File: config.mk
export PLATFORM = sky130hd
export DESIGN_NAME = multichannel_pwm_with_keepalive_top
export DESIGN_NICKNAME = d
export VERILOG_FILES = /design/src/rtl/mcpwm_pkg.sv /design/src/rtl/mcpwm_core.sv /design/src/rtl/multichannel_pwm_with_keepalive_top.sv
export SDC_FILE = /design/constraint.sdc
export NUM_CORES = 1
export LEC_CHECK = 0
export BUFFER_PORTS_ARGS = -buffer_cell sky130_fd_sc_hd__buf_2
export CAP_MARGIN = 15
export CORE_MARGIN = 2
export CORE_UTILIZATION = 40
export CTS_BUF_LIST = sky130_fd_sc_hd__clkbuf_4
export DETAILED_ROUTE_END_ITERATION = 16
export SETUP_SLACK_MARGIN = 0.02
export SLEW_MARGIN = 5
export SYNTH_ARGS = -nofsm -noshare
export SYNTH_HDL_FRONTEND = slang
export SYNTH_SLANG_ARGS = --single-unit
File: constraint.sdc
create_clock -name i_clk -period 7.21 [get_ports i_clk]
set_input_delay 1.0815 -clock i_clk [delete_from_list [all_inputs] [get_ports i_clk]]
set_output_delay 1.0815 -clock i_clk [all_outputs]
set_load 0.02 [all_outputs]
File: src/rtl/mcpwm_pkg.sv
// ----------------------------------------------------------------------------
// Multichannel PWM package
// Word types, register indexes and constants shared by the PWM driver files.
// ----------------------------------------------------------------------------
package mcpwm_pkg;

    // Channel count and the fixed width of the packed channel output field.
    localparam int DEF_CHANNELS  = 17;
    localparam int OUT_CH_W      = 17;
    localparam int LEVEL_W       = 8;
    localparam int CHAN_IDX_W    = 8;
    localparam int DIV_W         = 16;
    localparam int PERIOD_W      = 32;
    localparam int CFG_IDX_W     = 1;
    localparam int CFG_DATA_W    = 32;

    // Request types of an input word.
    localparam logic REQ_TICK    = 1'b0;
    localparam logic REQ_CMD     = 1'b1;

    // Configuration register indexes.
    localparam logic [CFG_IDX_W-1:0] CFG_PHASE_DIV  = 1'b0;
    localparam logic [CFG_IDX_W-1:0] CFG_CHECK_PER  = 1'b1;

    // Reset values of the configuration registers.
    localparam logic [DIV_W-1:0]    PHASE_DIV_RST  = 16'd1;
    localparam logic [PERIOD_W-1:0] CHECK_PER_RST  = 32'd125;

    // Input word: one tick or one level command.
    typedef struct packed {
        logic                  req_type;
        logic [CHAN_IDX_W-1:0] channel_index;
        logic [LEVEL_W-1:0]    level_value;
        logic                  link_up;
    } t_in_word;

    // Result word: channel levels and keepalive requests.
    typedef struct packed {
        logic [OUT_CH_W-1:0] channel_outputs;
        logic                ping_request;
        logic                reconnect_request;
    } t_out_word;

    // Configuration write as seen by the core.
    typedef struct packed {
        logic                  wr_en;
        logic [CFG_IDX_W-1:0]  index;
        logic [CFG_DATA_W-1:0] data;
    } t_cfg_wr;

endpackage

File: src/rtl/mcpwm_core.sv
// ----------------------------------------------------------------------------
// Multichannel PWM core
// Holds the channel levels, output states, frame phase and keepalive counters,
// and works out the result word of one accepted input word in a single pass.
// ----------------------------------------------------------------------------
module mcpwm_core
    import mcpwm_pkg::*;
#(
    parameter int CHANNELS = DEF_CHANNELS
) (
    input  logic      i_clk,
    input  logic      i_rst_n,
    input  logic      i_accept,
    input  t_in_word  i_word,
    input  t_cfg_wr   i_cfg,
    output t_out_word o_result
);

    localparam logic [CHAN_IDX_W-1:0] CHAN_LIMIT = CHAN_IDX_W'(CHANNELS);

    // State registers.
    logic [LEVEL_W-1:0]  r_levels [CHANNELS];
    logic [CHANNELS-1:0] r_high;
    logic [7:0]          r_phase;
    logic [DIV_W-1:0]    r_prescale;
    logic [PERIOD_W-1:0] r_check;
    logic                r_ping_pending;
    logic [DIV_W-1:0]    r_phase_div;
    logic [PERIOD_W-1:0] r_check_per;

    logic [DIV_W-1:0]    div_eff;
    logic [PERIOD_W-1:0] per_eff;
    logic [DIV_W:0]      prescale_inc;
    logic [PERIOD_W:0]   check_inc;
    logic                step;
    logic                check_due;
    logic [7:0]          n_phase;
    logic                frame_wrap;
    logic [CHANNELS-1:0] high_base;
    logic [CHANNELS-1:0] drop;
    logic [CHANNELS-1:0] n_high;
    logic [CHANNELS-1:0] shown_high;
    logic                is_tick;
    logic                chan_ok;

    // A zero divider or period behaves as one.
    assign div_eff = (r_phase_div == '0) ? DIV_W'(1) : r_phase_div;
    assign per_eff = (r_check_per == '0) ? PERIOD_W'(1) : r_check_per;

    // Prescaler and frame phase.
    assign prescale_inc = {1'b0, r_prescale} + (DIV_W+1)'(1);
    assign step         = prescale_inc >= {1'b0, div_eff};
    assign n_phase      = step ? r_phase + 8'd1 : r_phase;
    assign frame_wrap   = step && (r_phase == 8'hFF);

    // Keepalive check counter.
    assign check_inc = {1'b0, r_check} + (PERIOD_W+1)'(1);
    assign check_due = check_inc >= {1'b0, per_eff};

    assign is_tick = (i_word.req_type == REQ_TICK);
    assign chan_ok = i_word.channel_index < CHAN_LIMIT;

    // A channel drops low once phase + level passes full scale.
    always_comb begin
        for (int n = 0; n < CHANNELS; n++) begin
            high_base[n] = frame_wrap | r_high[n];
            drop[n]      = 9'({1'b0, n_phase} + {1'b0, r_levels[n]}) > 9'd255;
        end
    end
    assign n_high     = high_base & ~drop;
    assign shown_high = is_tick ? n_high : r_high;

    // Result word, channels beyond the output field are dropped.
    always_comb begin
        o_result = '0;
        for (int b = 0; b < OUT_CH_W; b++) begin
            if (b < CHANNELS) begin
                o_result.channel_outputs[b] = shown_high[b];
            end
        end
        if (is_tick && check_due) begin
            o_result.ping_request      = !r_ping_pending & i_word.link_up;
            o_result.reconnect_request = r_ping_pending;
        end
    end

    // Configuration registers.
    always_ff @(posedge i_clk) begin
        if (!i_rst_n) begin
            r_phase_div <= PHASE_DIV_RST;
            r_check_per <= CHECK_PER_RST;
        end else if (i_cfg.wr_en) begin
            unique case (i_cfg.index)
                CFG_PHASE_DIV: r_phase_div <= i_cfg.data[DIV_W-1:0];
                CFG_CHECK_PER: r_check_per <= i_cfg.data[PERIOD_W-1:0];
                default:       ;
            endcase
        end
    end

    // Timing state, advanced by tick words; a command word clears the pending ping.
    always_ff @(posedge i_clk) begin
        if (!i_rst_n) begin
            r_high         <= '1;
            r_phase        <= '0;
            r_prescale     <= '0;
            r_check        <= '0;
            r_ping_pending <= 1'b0;
        end else if (i_accept) begin
            if (is_tick) begin
                r_high     <= n_high;
                r_phase    <= n_phase;
                r_prescale <= step ? '0 : prescale_inc[DIV_W-1:0];
                if (check_due) begin
                    r_check        <= '0;
                    r_ping_pending <= !r_ping_pending;
                end else begin
                    r_check <= check_inc[PERIOD_W-1:0];
                end
            end else begin
                r_ping_pending <= 1'b0;
            end
        end
    end

    // Channel levels, written by commands to a channel in range.
    always_ff @(posedge i_clk) begin
        if (!i_rst_n) begin
            for (int n = 0; n < CHANNELS; n++) begin
                r_levels[n] <= '0;
            end
        end else if (i_accept && !is_tick && chan_ok) begin
            for (int n = 0; n < CHANNELS; n++) begin
                if (i_word.channel_index == CHAN_IDX_W'(n)) begin
                    r_levels[n] <= i_word.level_value;
                end
            end
        end
    end

endmodule

File: src/rtl/multichannel_pwm_with_keepalive_top.sv
// ----------------------------------------------------------------------------
// Multichannel PWM driver with link keepalive
// Top level: input and configuration ports, the PWM core and a two-word
// output buffer of result register plus skid register.
// ----------------------------------------------------------------------------
//  channel  | direction | handshake            | word
//  ---------+-----------+----------------------+--------------------------
//  in       | input     | i_in_valid/o_in_stall   | t_in_word (tick or cmd)
//  out      | output    | o_out_valid/i_out_stall | t_out_word (one per in)
//  cfg      | input     | i_cfg_valid/o_cfg_ready | index and 32-bit data
//
// Each accepted word is worked combinationally into the result or skid register;
// one word per cycle is sustained while the output is not stalled.
// The result register and skid register let one result wait while the next
// word is taken; o_in_stall rises only when both are full.
// Reset is synchronous and spares only the buffer payload; cfg is always ready.
module multichannel_pwm_with_keepalive_top
    import mcpwm_pkg::*;
#(
    parameter int CHANNELS = DEF_CHANNELS
) (
    input  logic                  i_clk,
    input  logic                  i_rst_n,
    input  logic                  i_in_valid,
    output logic                  o_in_stall,
    input  t_in_word              i_in_word,
    output logic                  o_out_valid,
    input  logic                  i_out_stall,
    output t_out_word             o_out_word,
    input  logic                  i_cfg_valid,
    output logic                  o_cfg_ready,
    input  logic [CFG_IDX_W-1:0]  i_cfg_index,
    input  logic [CFG_DATA_W-1:0] i_cfg_data
);

    logic      in_acc;
    logic      out_acc;
    t_cfg_wr   cfg_wr;
    t_out_word result;

    logic      r_out_valid;
    t_out_word r_out_word;
    logic      r_skid_valid;
    t_out_word r_skid_word;

    assign in_acc      = i_in_valid && !o_in_stall;
    assign out_acc     = r_out_valid && !i_out_stall;
    assign o_in_stall  = r_skid_valid;
    assign o_out_valid = r_out_valid;
    assign o_out_word  = r_out_word;
    assign o_cfg_ready = 1'b1;

    assign cfg_wr.wr_en = i_cfg_valid && o_cfg_ready;
    assign cfg_wr.index = i_cfg_index;
    assign cfg_wr.data  = i_cfg_data;

    // PWM state and single-pass result logic.
    mcpwm_core #(
        .CHANNELS (CHANNELS)
    ) u_core (
        .i_clk    (i_clk),
        .i_rst_n  (i_rst_n),
        .i_accept (in_acc),
        .i_word   (i_in_word),
        .i_cfg    (cfg_wr),
        .o_result (result)
    );

    // Output buffer: the skid register fills only when the result register waits.
    always_ff @(posedge i_clk) begin
        if (!i_rst_n) begin
            r_out_valid  <= 1'b0;
            r_skid_valid <= 1'b0;
        end else if (out_acc) begin
            if (r_skid_valid) begin
                r_out_valid  <= 1'b1;
                r_skid_valid <= 1'b0;
            end else begin
                r_out_valid <= in_acc;
            end
        end else if (in_acc) begin
            if (r_out_valid) begin
                r_skid_valid <= 1'b1;
            end else begin
                r_out_valid <= 1'b1;
            end
        end
    end

    // Buffer payload.
    always_ff @(posedge i_clk) begin
        if (out_acc) begin
            r_out_word <= r_skid_valid ? r_skid_word : result;
        end else if (in_acc) begin
            if (r_out_valid) begin
                r_skid_word <= result;
            end else begin
                r_out_word <= result;
            end
        end
    end

endmodule

Word-level counts from Yosys, hierarchy flattened:

Memory sizes are Yosys's and may differ from the RTL's.
Cells that the tools add are included.
W data, S select, Z words.

* $add $sub $neg: 20
* order comparisons: 20
* eq/ne operators: 18
* multiplexer cells: 102
* bitwise logic cells: 41
* reduce and logical (&&, ||, !) cells: 22

Operators by type and width (count)
* $add A8 B8 Y9: 17
* $gt A9 B8 Y1 const B: 17
* $mux W8: 18
* $mux W19: 4
* $mux W1: 74
* $eq A8 B4 Y1 const B: 8
* $mux W32: 2
* $or A1 B1 Y1: 34
* $add A32 B1 Y33 const B: 1
* $ge A33 B32 Y1: 1
* $eq A8 B3 Y1 const B: 4
* $logic_not A32 Y1: 1
* $mux W16: 2
* $add A16 B1 Y17 const B: 1
* $and A17 B17 Y17: 1
* $ge A17 B16 Y1: 1
* $mux W17: 1
* $not A17 Y17: 1
* $eq A8 B2 Y1 const B: 2
* $logic_not A16 Y1: 1
* $reduce_and A2 Y1: 6
* $add A8 B1 Y8 const B: 1
* $eq A8 B1 Y1 const B: 1
* $eq A8 B5 Y1 const B: 1
* 12 further kinds: 23

* register bits after elaboration: 162
* RAM bits: 136
* input bits: 56
* output and inout bits: 22
* word-level logic and storage cells: 239
* memories kept: 1

Memories
* u_core.r_levels: depth 17, bits a word 8, read ports 17, clocked after memory_dff 0, write ports 17, RTL line mcpwm_core.sv:22 `logic [LEVEL_W-1:0] r_levels [CHANNELS];`

Logic depth before layout (Yosys ltp):

Gate-level depths: netlist of run 1.

* word-level depth: 12
* mapped depth: 25
* gate-level depth less buffers: 22

Hierarchy:

From an unflattened synthesis of run 1, not the netlist that was laid out.

* cells, all modules: 1490
* area, all modules: 16125.5 um^2

By module, submodules not included
* mcpwm_core: times used 1, cells each 1417, area each 14587.7 um^2, sequential area each 6526.3 um^2
* multichannel_pwm_with_keepalive_top: times used 1, cells each 73, area each 1537.7 um^2, sequential area each 1181.1 um^2

Worst setup path before layout of run 1:

OpenSTA, ideal clock, no wires.

* path type: reg-to-reg
* from: register u_core.r_prescale[0]
* to: register r_out_word, in the netlist o_out_word[9] (data pin)
* setup time: 0.130 ns
* data arrival time: 6.198 ns
* required time: 7.080 ns
* slack: 0.882 ns
* stages on the path, launching flop included: 26
* buffers on the path: 3
* period minus slack after synthesis: 6.328 ns
* cell sequence: dfxtp_1 ha_1 nand3_2 or2_1 buf_6 nor3_4 nand2_1 xnor2_1 ha_1 nand3_1 or3_4 o41ai_2 a211o_1 buf_6 or2_1 buf_2 nand4_1 xnor2_1 ha_1 nand2_1 a21oi_1 a211o_1 a21oi_1 o22ai_1 a21oi_1 mux2_2

RTL lines
* start: declaration: RTL line mcpwm_core.sv:25 `logic [DIV_W-1:0] r_prescale;`
* start signal: assignment: RTL line mcpwm_core.sv:113 `r_prescale <= step ? '0 : prescale_inc[DIV_W-1:0];`
* end signal: assignment: RTL line multichannel_pwm_with_keepalive_top.sv:93 `r_out_word <= r_skid_valid ? r_skid_word : result;`
* end signal: assignment: RTL line multichannel_pwm_with_keepalive_top.sv:98 `r_out_word <= result;`
* end: declaration: RTL line multichannel_pwm_with_keepalive_top.sv:42 `t_out_word r_out_word;`

==> metrics.yaml, run 1 <==
status: "completed"
postSynthCellCount: 1508
die-area_sq_um: 41810
fin_crit_ns: 6.306
grt_util_all_layers: 0.1820
antenna_found_initial: 1
use_met2: 0.3062
crit_path_end_kind: "register"
use_met3: 0.03460
peakVddDrop_v: 0.0001211
grt-ovfl-total: 0
synthFlopType: "edfxtp_1"
synth-edff-count: 174
postLayoutCoreUtil: 0.4585
slowest_stage: "xnor2_2"
total_leakage_power_nw: 7.924
crit_path_start_kind: "register"
viasPerCell: 5.212
area_growth_pct: 13.34
ant_nets: 0
drive_above_1_share: 0.1684
clk_pin_slew_ns: 0.07
clock_path_buffers: 3
firstDrtPassIters: 5
slew_headroom: 0.2169
grt_busiest_layer: "met2"
async_flop_share: 0
grt_start_max_net_pins: 61
ctsResizeCount: 0
cts_made_buffers: 82
hold_class: "register to register"
drc_errors: 0
wl_microns: 37430
criticalPathCategory: "register to register"
final_hold_viol_count: 0
htree_levels: 3
cap_violations: 0
root_buffer: "clkbuf_4"
max_freq_ghz: 0.1586
wire_per_inst_microns: 16.78
cts_tree: "yes"
finalSetupViolCount: 0
insertion_delay_ns: 0.72
dpl_cell_area_sq_um: 17130
holdBufCountCts: 0
setup_tns_ns: 0
cts.sinks: 298
final_nets: 1915
fp.dieH_microns: 204.5
gp_congestion: 0.8060
crit_chain: "ha_1 -> nand3_2 -> or2_1 -> nor3_4 -> nand2_1 -> xnor2_1 -> ha_1 -> nand3_1 -> or3_4 -> o41ai_2 -> a211o_1 -> or2_1 -> nand2_1 -> xnor2_2 -> buf_4 -> ha_1 -> a21oi_1 -> a21oi_1 -> a211o_1 -> a21oi_1 -> o22ai_1 -> a21oi_1 -> mux2_2"
syn_area_sq_um: 16070
synth_seq_cells: 298
path_common_cell: "a21oi_1"
coreArea_sq_um: 39730
routed-via-count: 11620
start_util: 0.4046
num_rows: 73
drt_iter0_markers: 659
maxSlewViolCount: 0
avgSynthCellArea_sq_um: 10.66
io_buffers: 76
dp_hpwl_microns: 25180
stdcell_area_sq_um: 18220
rsz0062_at_grt: "false"
crit_path_max_fanout: 13
worstMarginPinSlew_ns: 1.175
period_share: 0.8746
p_total_mw: 3.663
synth_nets: 1785
first_global_vias: 11530
power.density_nw_per_um2: 201.1
top_level_ports: 78
crit_path_max_incr_delay_ns: 0.78
cts_setup_buffers: 0
skew_ns: 0.04735
die_w_microns: 204.5
arrival_ns: 6.75
seq_area_frac_synth: 0.4795
grt_first_pass_wirelength_microns: 60040
gr-usage-met1: 0.2324
yosys_warnings: 0
synth_cell_types: 67
required_ns: 7.65
[cells in the final DEF (no fill, tap or decap), types with 6 or more instances in the layout]
cell / Yosys / routed
a2bb2oi_1: 18 / 18
clkbuf_4: 0 / 126
inv_1: 85 / 85
nor3_1: 10 / 10
nand2b_1: 24 / 24
nor2_1: 28 / 27
nand3b_1: 6 / 6
a31oi_1: 7 / 7
clkinv_1: 1 / 16
nor4_1: 17 / 17
or4_1: 6 / 6
xor2_1: 23 / 22
edfxtp_1: 174 / 174
and2_1: 12 / 12
ha_1: 204 / 204
o21ai_0: 44 / 42
nand3_1: 80 / 80
inv_2: 0 / 6
a21oi_1: 165 / 165
nand4_1: 22 / 22
and3_1: 22 / 22
a211o_1: 18 / 18
buf_4: 3 / 33
buf_2: 7 / 76
nand2_1: 186 / 186
xnor2_1: 30 / 28
dfxtp_1: 124 / 124
fa_1: 17 / 17
o211ai_1: 8 / 8
o22ai_1: 19 / 19
mux2_2: 18 / 18
[worst max-delay path: cells and delay by family, from the launching register on]
family | cells | cell delay [ns]
xor+xnor | 2 | 0.92
fa+ha+maj | 3 | 0.73
buf+inv | 1 | 0.29
flops | 1 | 0.40
simple gates | 8 | 1.95
mux | 1 | 0.31
compound gates | 8 | 1.42
[power by group]
part	switching [mW]	internal, mW
combinational	0.196	0.0935
clock	0.716	0.798
sequential	0.0244	1.84
total	0.937	2.73
[Yosys cell counts, types with 7 or more instances]
master     instances  area [sq um]
a2bb2oi_1         18         157.7
o21ai_0           44         220.2
a211o_1           18         157.7
buf_2              7         35.03
and3_1            22         137.6
dfxtp_1          124          2482
xor2_1            23         201.4
nand4_1           22         137.6
nor2_1            28         105.1
buf_1              9         33.78
nand2_1          186         698.2
and2_1            12         75.07
a21oi_1          165         825.8
nor4_1            17         106.4
a31oi_1            7         43.79
o22ai_1           19         118.9
ha_1             204          2552
nand3_1           80         400.4
nand2b_1          24         150.1
inv_1             85         319.1
o211ai_1           8         60.06
edfxtp_1         174          5225
nor3_1            10         50.05
mux2_2            18         202.7
fa_1              17         340.3
clkbuf_1          45         168.9
xnor2_1           30         262.8
[cell families after synthesis]
group,synth area share
other,0.0002333
muxes,0.01261
AOI/OAI and AO/OA,0.1176
xor gates and xnor gates,0.02888
adders and majority gates,0.1800
DFF,0.4795
buffers and inverters,0.03767
and+or+nand+nor,0.1435
[area by class of cell]
type / instances / area, sq um
Multi-Input combinational cell: 1058 / 7801
Antenna cell: 1 / 2.502
Sequential cell: 298 / 7707
Inverter: 86 / 322.8
Timing Repair Buffer: 112 / 685.7
Clock inverter: 24 / 96.34
Clock buffer: 126 / 945.9
Fill cell: 3736 / 21510
Tap cell: 525 / 656.9
[layer usage]
metal / part of all wire / up-vias
met2: 0.48 / 244
met5: 0 / -
met3: 0.047 / 57
met1: 0.45 / 5562
li1: - / 5759
met4: 0.024 / 0
[registers in the layout (all words and copies together), names as in the netlist]
signal / cells
u_core.r_levels: 136
u_core.r_check: 32
u_core.r_check_per: 32
o_out_word: 19
r_skid_word: 19
u_core.r_high: 17
u_core.r_phase_div: 16
u_core.r_prescale: 16
u_core.r_phase: 8
o_in_stall: 1
o_out_valid: 1
u_core.r_ping_pending: 1
[final timing paths]
kind	start	end	slack [ns]	cells after the start
min reg2reg	u_core.r_check_per[25]	u_core.r_check_per[25]	0.47	2
max reg2reg	u_core.r_prescale[0]	o_out_word[13]	0.90	23
max	u_core.r_prescale[0]	o_out_word[13]	0.90	23
min	u_core.r_check_per[25]	u_core.r_check_per[25]	0.47	2
[metrics by stage]
step,setup WS (ns),cells,hold slack (ns)
after detailed placement,1.049,2077,0.4642
final,0.9041,2230,0.4725
after global placement,1.120,2076,0.4604
after CTS,0.9529,2227,0.4731
after floorplan,0.8822,1508,0.4425
after global routing,0.4495,2230,0.4962
No activity file was read; power rests on OpenSTA's default activity.
==> inputs of run 2 (changes only) <==
--- a/config.mk
+++ b/config.mk
@@ -11,7 +11,8 @@
 export CORE_UTILIZATION = 40
 export CTS_BUF_LIST = sky130_fd_sc_hd__clkbuf_4
 export DETAILED_ROUTE_END_ITERATION = 16
-export SETUP_SLACK_MARGIN = 0.02
+export REMOVE_ABC_BUFFERS = 1
+export SETUP_SLACK_MARGIN = 0.15
 export SLEW_MARGIN = 5
 export SYNTH_ARGS = -nofsm -noshare
 export SYNTH_HDL_FRONTEND = slang
==> run 2 against run 1 <==
Compared with the run above:
- register-to-register slack improved by 0.31 ns
- combinational power about the same
- clock power increased by 5%
- flip-flop and latch count did not move
- sequential power hardly changed
- largest cell class unchanged
- maximum frequency grew 5.1%
- largest power group unchanged
- highest routed layer unchanged
==> metrics.yaml, run 2 (same netlist as run 1, synthesis figures left out) <==
wire_per_inst_microns: 17.19  # +2.4%
crit_path_start_kind: "register"
ant_nets: 0  # unchanged
fillerInstances: 3779  # +1.2%
postLayoutCoreUtil: 0.4586  # about the same
fp.dieH_microns: 204.5  # unchanged
total_leakage_power_nw: 7.884  # -0.51%
arrival_ns: 6.63  # -0.12 ns
hold_class: "register to register"
period_share: 0.8323  # -0.04232
drive_above_1_share: 0.1637  # -0.004695
clk_pin_slew_ns: 0.06  # about the same
firstDrtPassIters: 5  # unchanged
dpl_cell_area_sq_um: 17080  # -0.28%
antenna_found_initial: 3  # +2
routed-via-count: 11740  # +1.0%
mostFrequentLayoutCells: "ha_1 (204), nand2_1 (186), edfxtp_1 (174)"
first_global_vias: 11470  # -0.52%
num_rows: 73  # unchanged
viasPerCell: 5.255  # +0.83%
crit_path_max_fanout: 34  # +21
max_freq_ghz: 0.1666  # +5.1%
cap_violations: 0  # unchanged
final_hold_viol_count: 0  # unchanged
regMostFlops: "u_core.r_levels"
insertion_delay_ns: 0.80  # +0.08 ns
grt_util_all_layers: 0.1878  # +0.005826
criticalPathCategory: "register to register"
crit_path_end_kind: "register"
holdBufCountCts: 0  # unchanged
cts_tree: "yes"
dp_hpwl_microns: 24280  # -3.6%
largest_reg_flops: 136  # unchanged
place_ws_ns: 1.297  # +0.2479 ns
dpl.cell_count: 2069  # -0.39%
status: "completed"
area_growth_pct: 13.36  # about the same
root_buffer: "clkbuf_4"
cts_setup_buffers: 0  # unchanged
rsz0062_at_grt: "false"
worstMarginPinSlew_ns: 1.179  # +0.004405 ns
setup_tns_ns: 0  # unchanged
wl_microns: 38400  # +2.6%
drc_errors: 0  # unchanged
start_util: 0.4046  # unchanged
holdWs_ns: 0.4707  # -0.001821 ns
fin_crit_ns: 6.001  # -0.3051 ns
power.density_nw_per_um2: 205.1  # +2.0%
cts.sinks: 298  # unchanged
setup_slack_ns: 1.209  # +0.3051 ns
drt_iter0_markers: 802  # +22%
slew_headroom: 0.2057  # -0.01114
layout_commonest_cell: "ha_1"
htree_levels: 3  # unchanged
final_nets: 1912  # -0.16%
ctsResizeCount: 0  # unchanged
cts_made_buffers: 86  # +4.9%
maxSlewViolCount: 0  # unchanged
gp_congestion: 0.7944  # -1.4%
grt_first_pass_wirelength_microns: 61080  # +1.7%
top_level_ports: 78  # unchanged
die-area_sq_um: 41810  # unchanged
grt_start_max_net_pins: 63  # +3.3%
p_total_mw: 3.737  # +2.0%
stdcell_area_sq_um: 18220  # about the same
required_ns: 7.83  # +0.18 ns
grt-ovfl-total: 0  # unchanged
post_layout_nonfiller_instances: 2234  # +0.18%
die_w_microns: 204.5  # unchanged
clock_path_buffers: 3  # unchanged
finalSetupViolCount: 0  # unchanged
largestRegisters: "u_core.r_levels: 136 flops, u_core.r_check: 32 flops, u_core.r_check_per: 32 flops"
skew_ns: 0.05566  # +0.008312 ns
io_buffers: 76  # unchanged
peakVddDrop_v: 0.0001358  # +12%
coreArea_sq_um: 39730  # unchanged
[run 2: changes by cell type in the layout (fill, tap and decap cells not counted), sizes merged, moves of 3 or more]
cell	before	now
buf	112	105
clkinv	18	27
clkinvlp	1	4
diode	1	5
inv	91	86
[run 2: where the power goes]
part	internal [mW]	switching (mW)
Clock	0.835	0.751
Sequential	1.84	0.0251
Combinational	0.0883	0.202
[run 2: cell type report]
type	count	area [sq um]	area share
Sequential cell	298	7707	0.4230
Inverter	86	322.8	0.01772
Timing Repair Buffer	105	598.1	0.03282
Tap cell	525	656.9	0.03605
Clock buffer	125	938.4	0.05150
Multi-Input combinational cell	1058	7814	0.4288
Clock inverter	32	171.4	0.009407
Antenna cell	5	12.51	0.0006867
[run 2: worst max-delay path: stages, from the launching register on]
cell and delay [ns]:
dfxtp_1 0.40, ha_1 0.27, nand3_2 0.13, or2_1 0.35
nor3_4 0.25, nand2_1 0.13, xnor2_1 0.16, ha_1 0.31
nand3_1 0.10, or3_4 0.42, o41ai_2 0.35, a211o_1 0.37
or2_1 0.41, nand4_1 0.20, xnor2_2 0.15, buf_4 0.44
ha_1 0.32, nand2_1 0.06, a21oi_1 0.04, a211o_1 0.28
a21oi_1 0.17, o22ai_1 0.13, a21oi_1 0.21, mux2_2 0.19
[run 2: worst paths after layout]
check	startpoint	end	slack, ns	depth (start not counted)
min	u_core.r_check_per[20]	u_core.r_check_per[20]	0.47	2
min reg2reg	u_core.r_check_per[20]	u_core.r_check_per[20]	0.47	2
max reg2reg	u_core.r_prescale[0]	o_out_word[5]	1.21	23
max	u_core.r_prescale[0]	o_out_word[5]	1.21	23
[run 2: per-layer routing]
| metal | GRT usage | share of wire | vias up |
|---|---|---|---|
| met5 | 0 | 0 | - |
| met2 | 0.3113 | 0.48 | 257 |
| met3 | 0.03619 | 0.046 | 69 |
| met4 | 0.07220 | 0.022 | 0 |
| li1 | - | - | 5761 |
| met1 | 0.2424 | 0.45 | 5652 |
